File: src/rtl/core/acoustic_wave_2d_stencil_core_assert.svh
// Assertion macros for the acoustic wave stencil core.
// Used by the top level; expects clk and rst in scope.
`ifndef ACOUSTIC_WAVE_2D_STENCIL_CORE_ASSERT_SVH
`define ACOUSTIC_WAVE_2D_STENCIL_CORE_ASSERT_SVH

`define AWSC_ASSERT_NOW(lbl, ante, cons, msg) \
  lbl: assert property (@(posedge clk) disable iff (rst) (ante) |-> (cons)) else $error(msg);

`define AWSC_ASSERT_NEXT(lbl, ante, cons, msg) \
  lbl: assert property (@(posedge clk) disable iff (rst) (ante) |=> (cons)) else $error(msg);

`endif

File: src/rtl/core/awsc_pkg.sv
// Shared types and constants for the acoustic wave stencil core.
// No dependencies.
package awsc_pkg;

  localparam int MAX_ROWS     = 256;
  localparam int MAX_COLS     = 256;
  localparam int ADDR_W       = 16;
  localparam int DIM_W        = 9;
  localparam int PW           = 32;
  localparam int VW           = 16;
  localparam int CHAIN_LEN    = 3;
  localparam int DRAIN_CYCLES = 12;
  localparam int DRAIN_W      = 4;

  localparam logic [1:0] ACT_LOAD = 2'd0;
  localparam logic [1:0] ACT_RUN  = 2'd1;
  localparam logic [1:0] ACT_READ = 2'd2;

  localparam logic [2:0] REG_ROWS  = 3'd0;
  localparam logic [2:0] REG_COLS  = 3'd1;
  localparam logic [2:0] REG_STEPS = 3'd2;
  localparam logic [2:0] REG_CX    = 3'd3;
  localparam logic [2:0] REG_CY    = 3'd4;

  typedef enum logic [2:0] {
    ST_IDLE  = 3'b001,
    ST_SCAN  = 3'b010,
    ST_DRAIN = 3'b100
  } state_t;

  typedef struct packed {
    logic              valid;
    logic [PW-1:0]     left;
    logic [PW-1:0]     center;
    logic [PW-1:0]     right;
    logic [PW-1:0]     up;
    logic [PW-1:0]     down;
    logic [PW-1:0]     old;
    logic [VW-1:0]     vel;
    logic [ADDR_W-1:0] addr;
  } stencil_t;

  typedef struct packed {
    logic              valid;
    logic [ADDR_W-1:0] addr;
    logic [PW-1:0]     value;
  } wb_t;

endpackage

File: src/rtl/core/awsc_cell.sv
// One cell of the row window: holds a pressure sample, passes it on.
// Depends on awsc_pkg.
module awsc_cell import awsc_pkg::*; (
  input  logic          clk,
  input  logic          shift_en,
  input  logic [PW-1:0] din,
  output logic [PW-1:0] dout
);

  logic [PW-1:0] sample;

  always_ff @(posedge clk) begin
    if (shift_en) begin
      sample <= din;
    end
  end

  assign dout = sample;

endmodule

File: config.mk
export PLATFORM = sky130hd
export DESIGN_NAME = awsc_cell
export DESIGN_NICKNAME = d
export VERILOG_FILES = /design/src/rtl/core/acoustic_wave_2d_stencil_core_assert.svh /design/src/rtl/core/awsc_pkg.sv /design/src/rtl/core/awsc_cell.sv
export SDC_FILE = /design/constraint.sdc
export NUM_CORES = 1
export LEC_CHECK = 0
export BUFFER_PORTS_ARGS = -buffer_cell sky130_fd_sc_hd__clkbuf_2
export CORE_MARGIN = 2
export CORE_UTILIZATION = 34
export DETAILED_ROUTE_END_ITERATION = 10
export GPL_TIMING_DRIVEN = 0
export PLACE_DENSITY = 0.68
export RECOVER_POWER = 25
export SYNTH_ARGS = -nofsm -noshare
export SYNTH_HDL_FRONTEND = slang
export SYNTH_SLANG_ARGS = --single-unit
File: constraint.sdc
create_clock -name clk -period 0.8 [get_ports clk]
set_input_delay 0.12 -clock clk [delete_from_list [all_inputs] [get_ports clk]]
set_output_delay 0.12 -clock clk [all_outputs]
set_load 0.02 [all_outputs]
==> flow_metrics.env, run 1 <==
export IMPL_fp_dieW_um=57.2
export IMPL_clockBufferDepth=2
export IMPL_rsz0062_at_grt="yes"
export IMPL_seq_area_frac_synth=1.00
export IMPL_first_global_vias=749
export IMPL_yosysWarnings=0
export IMPL_synth_cell_area_um2=961
export IMPL_drtPass1Iterations=2
export IMPL_multiInputGateArea_um2=0
export IMPL_cts_root_buf="clkbuf_4"
export IMPL_nets=170
export IMPL_cts_buffers=5
export IMPL_cts_sinks=32
export IMPL_hold_class="in2reg"
export IMPL_crit_path_end_kind="output port"
export IMPL_hold_violations=0
export IMPL_max_freq_mhz=974
export IMPL_syn2layout_area_growth_pct=92.2
export IMPL_boundaryPins=66
export IMPL_fin_setup_tns_ns=-5.79
export IMPL_status="finished, violations left"
export IMPL_critPathBufInv=1
export IMPL_crit_chain="buf_6"
export IMPL_ant_nets=0
export IMPL_layout_setup_ws_ns=-0.226
export IMPL_rows=19
export IMPL_antenna_found_initial=0
export IMPL_worstPathRequired_ns=0.68
export IMPL_drc=0
export IMPL_grt_first_pass_wirelength_um=3360
export IMPL_yosysTopAreaCellShare=1.00
export IMPL_crit_slowest_cell="edfxtp_1"
export IMPL_crit_path_start_kind="flip-flop"
export IMPL_relSlewSlack=0.487
export IMPL_slowest_delay_ns=0.43
export IMPL_drive_above_1_share=0.526
export IMPL_crit_type="reg2out"
export IMPL_synth_seq_cells=32
export IMPL_syn_area_per_cell_um2=30.0
export IMPL_start_util=0.355
export IMPL_arrival_ns=0.91
export IMPL_violations="setup timing"
export IMPL_clk_pin_slew_ns=0.10
export IMPL_grt_max_degree=33
export IMPL_die_h_um=57.2
export IMPL_slew_viol_final=0
export IMPL_yosysUniqueCellTypes=1
export IMPL_wirelength_um=2320
export IMPL_crit_fanout=1
export IMPL_syn_inst=32
export IMPL_multi_input_gates=0
export IMPL_cts_tree="yes"
export IMPL_design_core_area_mm2=0.00271
export IMPL_maxCapViolations=0
export IMPL_synth_top_cell_by_area="edfxtp_1"
export IMPL_irDropWorstVdd_mv=2.41
export IMPL_track_usage=0.146
export IMPL_wire_per_inst_um=13.8
export IMPL_ys_async_sr_fraction=0
export IMPL_report_final_setup_viol=32
export IMPL_worstMarginPinSlew_ns=0.770
export IMPL_leakagePower_nw=0.795
export IMPL_largest_register_ffs=32
export IMPL_synth_common_cells="edfxtp_1 (32)"
export IMPL_antenna_cells=0
export IMPL_viasPerCell=4.33
export IMPL_synth_edf_count=32
export IMPL_port_buffer_count=65
export IMPL_syn_num_nets=66
export IMPL_htreeDepth=2
export IMPL_post_synth_top_count_cell="edfxtp_1"
export IMPL_yosys_top_cells_area="edfxtp_1 (100%)"
export IMPL_fin_crit_sh=1.28
export IMPL_grt_overflow_total=0
export IMPL_path_delay_family="flip-flops"
export IMPL_ys_flop_type="edfxtp_1"
export IMPL_final_area_mm2=0.00185
export IMPL_place_area_mm2=0.00133
export IMPL_drt_iter0_markers=4
export IMPL_gp_congestion=0.627
export IMPL_fin_crit_ns=1.03
export IMPL_die_area_mm2=0.00327
export IMPL_vias=727
export IMPL_powerDensity_mw_per_mm2=2080
## cell families after synthesis
kind of cell and synth area share:
flops 1.00
## per-layer routing
layer	GRT usage	routed length [um]	vias to the layer above
met4	0.0797	34	0
met1	0.142	786	338
met2	0.258	1250	46
met3	0.0658	250	6
li1	-	-	337
met5	0	0	-
## layout make-up
| type | instances | area (um2) |
|---|---|---|
| Tap cell | 31 | 38.8 |
| Fill cell | 195 | 863 |
| Clock buffer | 6 | 41.3 |
| Sequential cell | 32 | 961 |
| Clock inverter | 2 | 35.0 |
| Timing Repair Buffer | 97 | 771 |
## through the flow
step	util	hold WS, ns	setup slack [ns]	cells	total power, mW
6_report	0.681	0.506	-0.226	168	3.84
5_1_grt	0.681	0.488	-0.268	168	4.00
4_1_cts	0.635	0.491	-0.233	168	3.76
3_5_place_dp	0.489	0.299	-0.324	128	2.47
3_3_place_gp	0.489	0.297	-0.285	128	2.45
2_1_floorplan	-	0.219	0.231	32	2.24
## layout by cell type, fill, tap and decap left out
cell / synthesis / final
dlygate4sd3_1: 0 / 32
edfxtp_1: 32 / 32
clkbuf_4: 0 / 5
clkbuf_1: 0 / 1
buf_6: 0 / 20
buf_2: 0 / 11
clkbuf_2: 0 / 34
bufinv_16: 0 / 1
clkinv_2: 0 / 1
## worst paths after layout
check | start | to | slack [ns] | cells past startpoint
min | din[0] | dout[0]$_DFFE_PP_ | 0.51 | 2
max | dout[29]$_DFFE_PP_ | dout[29] | -0.23 | 1
## repair_timing
item,4_1_cts,5_1_grt
endpoints found under the hold margin,32,0
setup buffers,0,0
endpoints found under the setup margin,32,32
resized for setup,0,71
pin swaps,0,0
hold buffers,32,0
## where the power goes
part | total, mW | leakage, nW | internal [mW] | switching (mW)
clock network | 1.18 | 0.0422 | 0.655 | 0.527
logic | 0.616 | 0.439 | 0.331 | 0.286
registers | 2.05 | 0.313 | 1.99 | 0.0517
(Power assumes the default switching activity.)
==> inputs of run 2 (changes only) <==
--- a/constraint.sdc
+++ b/constraint.sdc
@@ -3,2 +3,2 @@
 set_output_delay 0.12 -clock clk [all_outputs]
-set_load 0.02 [all_outputs]
+set_load 0.005 [all_outputs]
==> flow_metrics.env, run 2 (same netlist as run 1, synthesis figures left out) <==
export IMPL_crit_slowest_cell="edfxtp_1"
export IMPL_hold_violations=0
export IMPL_largest_register_ffs=32
export IMPL_fin_crit_ns=0.962
export IMPL_grt_first_pass_wirelength_um=3360
export IMPL_wirelength_um=2180
export IMPL_min_to="dout[3]$_DFFE_PP_"
export IMPL_relSlewSlack=0.488
export IMPL_drive_above_1_share=0.526
export IMPL_hold_class="in2reg"
export IMPL_slew_viol_final=0
export IMPL_report_final_setup_viol=32
export IMPL_ant_nets=0
export IMPL_leakagePower_nw=0.759
export IMPL_die_h_um=57.2
export IMPL_clk_pin_slew_ns=0.09
export IMPL_wire_per_inst_um=12.9
export IMPL_crit_type="reg2out"
export IMPL_startpoint="dout[23]$_DFFE_PP_"
export IMPL_final_cell_mix="clkbuf_2 (64), edfxtp_1 (32), dlygate4sd3_1 (32)"
export IMPL_drtPass1Iterations=3
export IMPL_nFillCells=213
export IMPL_regArea_um2=961
export IMPL_htreeDepth=2
export IMPL_path_delay_family="flip-flops"
export IMPL_status="finished, violations left"
export IMPL_rsz0062_at_grt="yes"
export IMPL_powerDensity_mw_per_mm2=2070
export IMPL_viasPerCell=4.24
export IMPL_cts_tree="yes"
export IMPL_cts_sinks=32
export IMPL_irDropWorstVdd_mv=2.35
export IMPL_fin_setup_tns_ns=-4.19
export IMPL_layout_setup_ws_ns=-0.162
export IMPL_cts_root_buf="clkbuf_4"
export IMPL_die_area_mm2=0.00327
export IMPL_gp_congestion=0.627
export IMPL_multiInputGateArea_um2=0
export IMPL_fin_crit_sh=1.20
export IMPL_first_global_vias=749
export IMPL_max_freq_mhz=1040
export IMPL_syn2layout_area_growth_pct=79.2
export IMPL_start_util=0.355
export IMPL_violations="setup timing"
export IMPL_slowest_delay_ns=0.40
export IMPL_fp_dieW_um=57.2
export IMPL_drc=0
export IMPL_grt_max_degree=33
export IMPL_vias=713
export IMPL_worstMarginPinSlew_ns=0.768
export IMPL_critPathBufInv=1
export IMPL_worstPathRequired_ns=0.68
export IMPL_crit_chain="clkbuf_2"
export IMPL_track_usage=0.146
export IMPL_drt_iter0_markers=12
export IMPL_arrival_ns=0.84
export IMPL_clockBufferDepth=2
export IMPL_port_buffer_count=65
export IMPL_cts_buffers=5
export IMPL_grt_overflow_total=0
export IMPL_crit_fanout=1
export IMPL_power_mw=3.56
export IMPL_design_core_area_mm2=0.00271
export IMPL_hold_depth=2
export IMPL_final_common_cell="clkbuf_2"
export IMPL_post_cts_buffers=0
export IMPL_antenna_cells=0
export IMPL_worstHoldStart="din[3]"
export IMPL_boundaryPins=66
export IMPL_antenna_found_initial=0
export IMPL_crit_path_end_kind="output port"
export IMPL_nets=170
export IMPL_multi_input_gates=0
export IMPL_rows=19
export IMPL_maxCapViolations=0
export IMPL_crit_path_start_kind="flip-flop"
==> run 2: worst max path at each step <==
stage                              endpoint  depth (start not counted)  slack, ns
after floorplan                     dout[0]                          0       0.32
after global placement    dout[9]$_DFFE_PP_                          1      -0.29
after detailed placement  dout[9]$_DFFE_PP_                          1      -0.32
after CTS                          dout[23]                          1      -0.19
after global routing               dout[29]                          1      -0.22
final                              dout[23]                          1      -0.16
==> run 2: through the flow <==
step / utilization / cells / setup slack [ns] / area, um2 / hold slack [ns]
CTS: 0.635 / 168 / -0.190 / 1720 / 0.491
finish: 0.635 / 168 / -0.162 / 1720 / 0.512
detailed placement: 0.489 / 128 / -0.324 / 1330 / 0.299
global route: 0.635 / 168 / -0.223 / 1720 / 0.486
global placement: 0.489 / 128 / -0.285 / 1330 / 0.297
floorplan: - / 32 / 0.325 / 961 / 0.219
==> run 2: final cells by class <==
type,instances,area share
Tap cell,31,0.0225
Timing Repair Buffer,97,0.375
Clock buffer,6,0.0240
Clock inverter,2,0.0203
Sequential cell,32,0.558
==> run 2: repair_timing <==
item,in CTS,in global routing
endpoints found under the setup margin,32,32
pin swaps,0,0
hold buffers,32,0
gates resized for setup,0,1
endpoints found under the hold margin,32,0
==> run 2: layer usage <==
layer,up-vias,part of all wire,track usage,wire (um)
met3,6,0.11,0.0658,236
met1,325,0.33,0.142,713
li1,336,-,-,-
met4,0,0.016,0.0797,34
met2,46,0.55,0.258,1190
met5,-,0,0,0
==> run 2: report_power, final <==
part | switching [mW] | internal [mW] | total, mW | leakage [nW]
Combinational | 0.137 | 0.236 | 0.373 | 0.403
Sequential | 0.0357 | 1.99 | 2.03 | 0.313
Clock | 0.510 | 0.655 | 1.17 | 0.0422
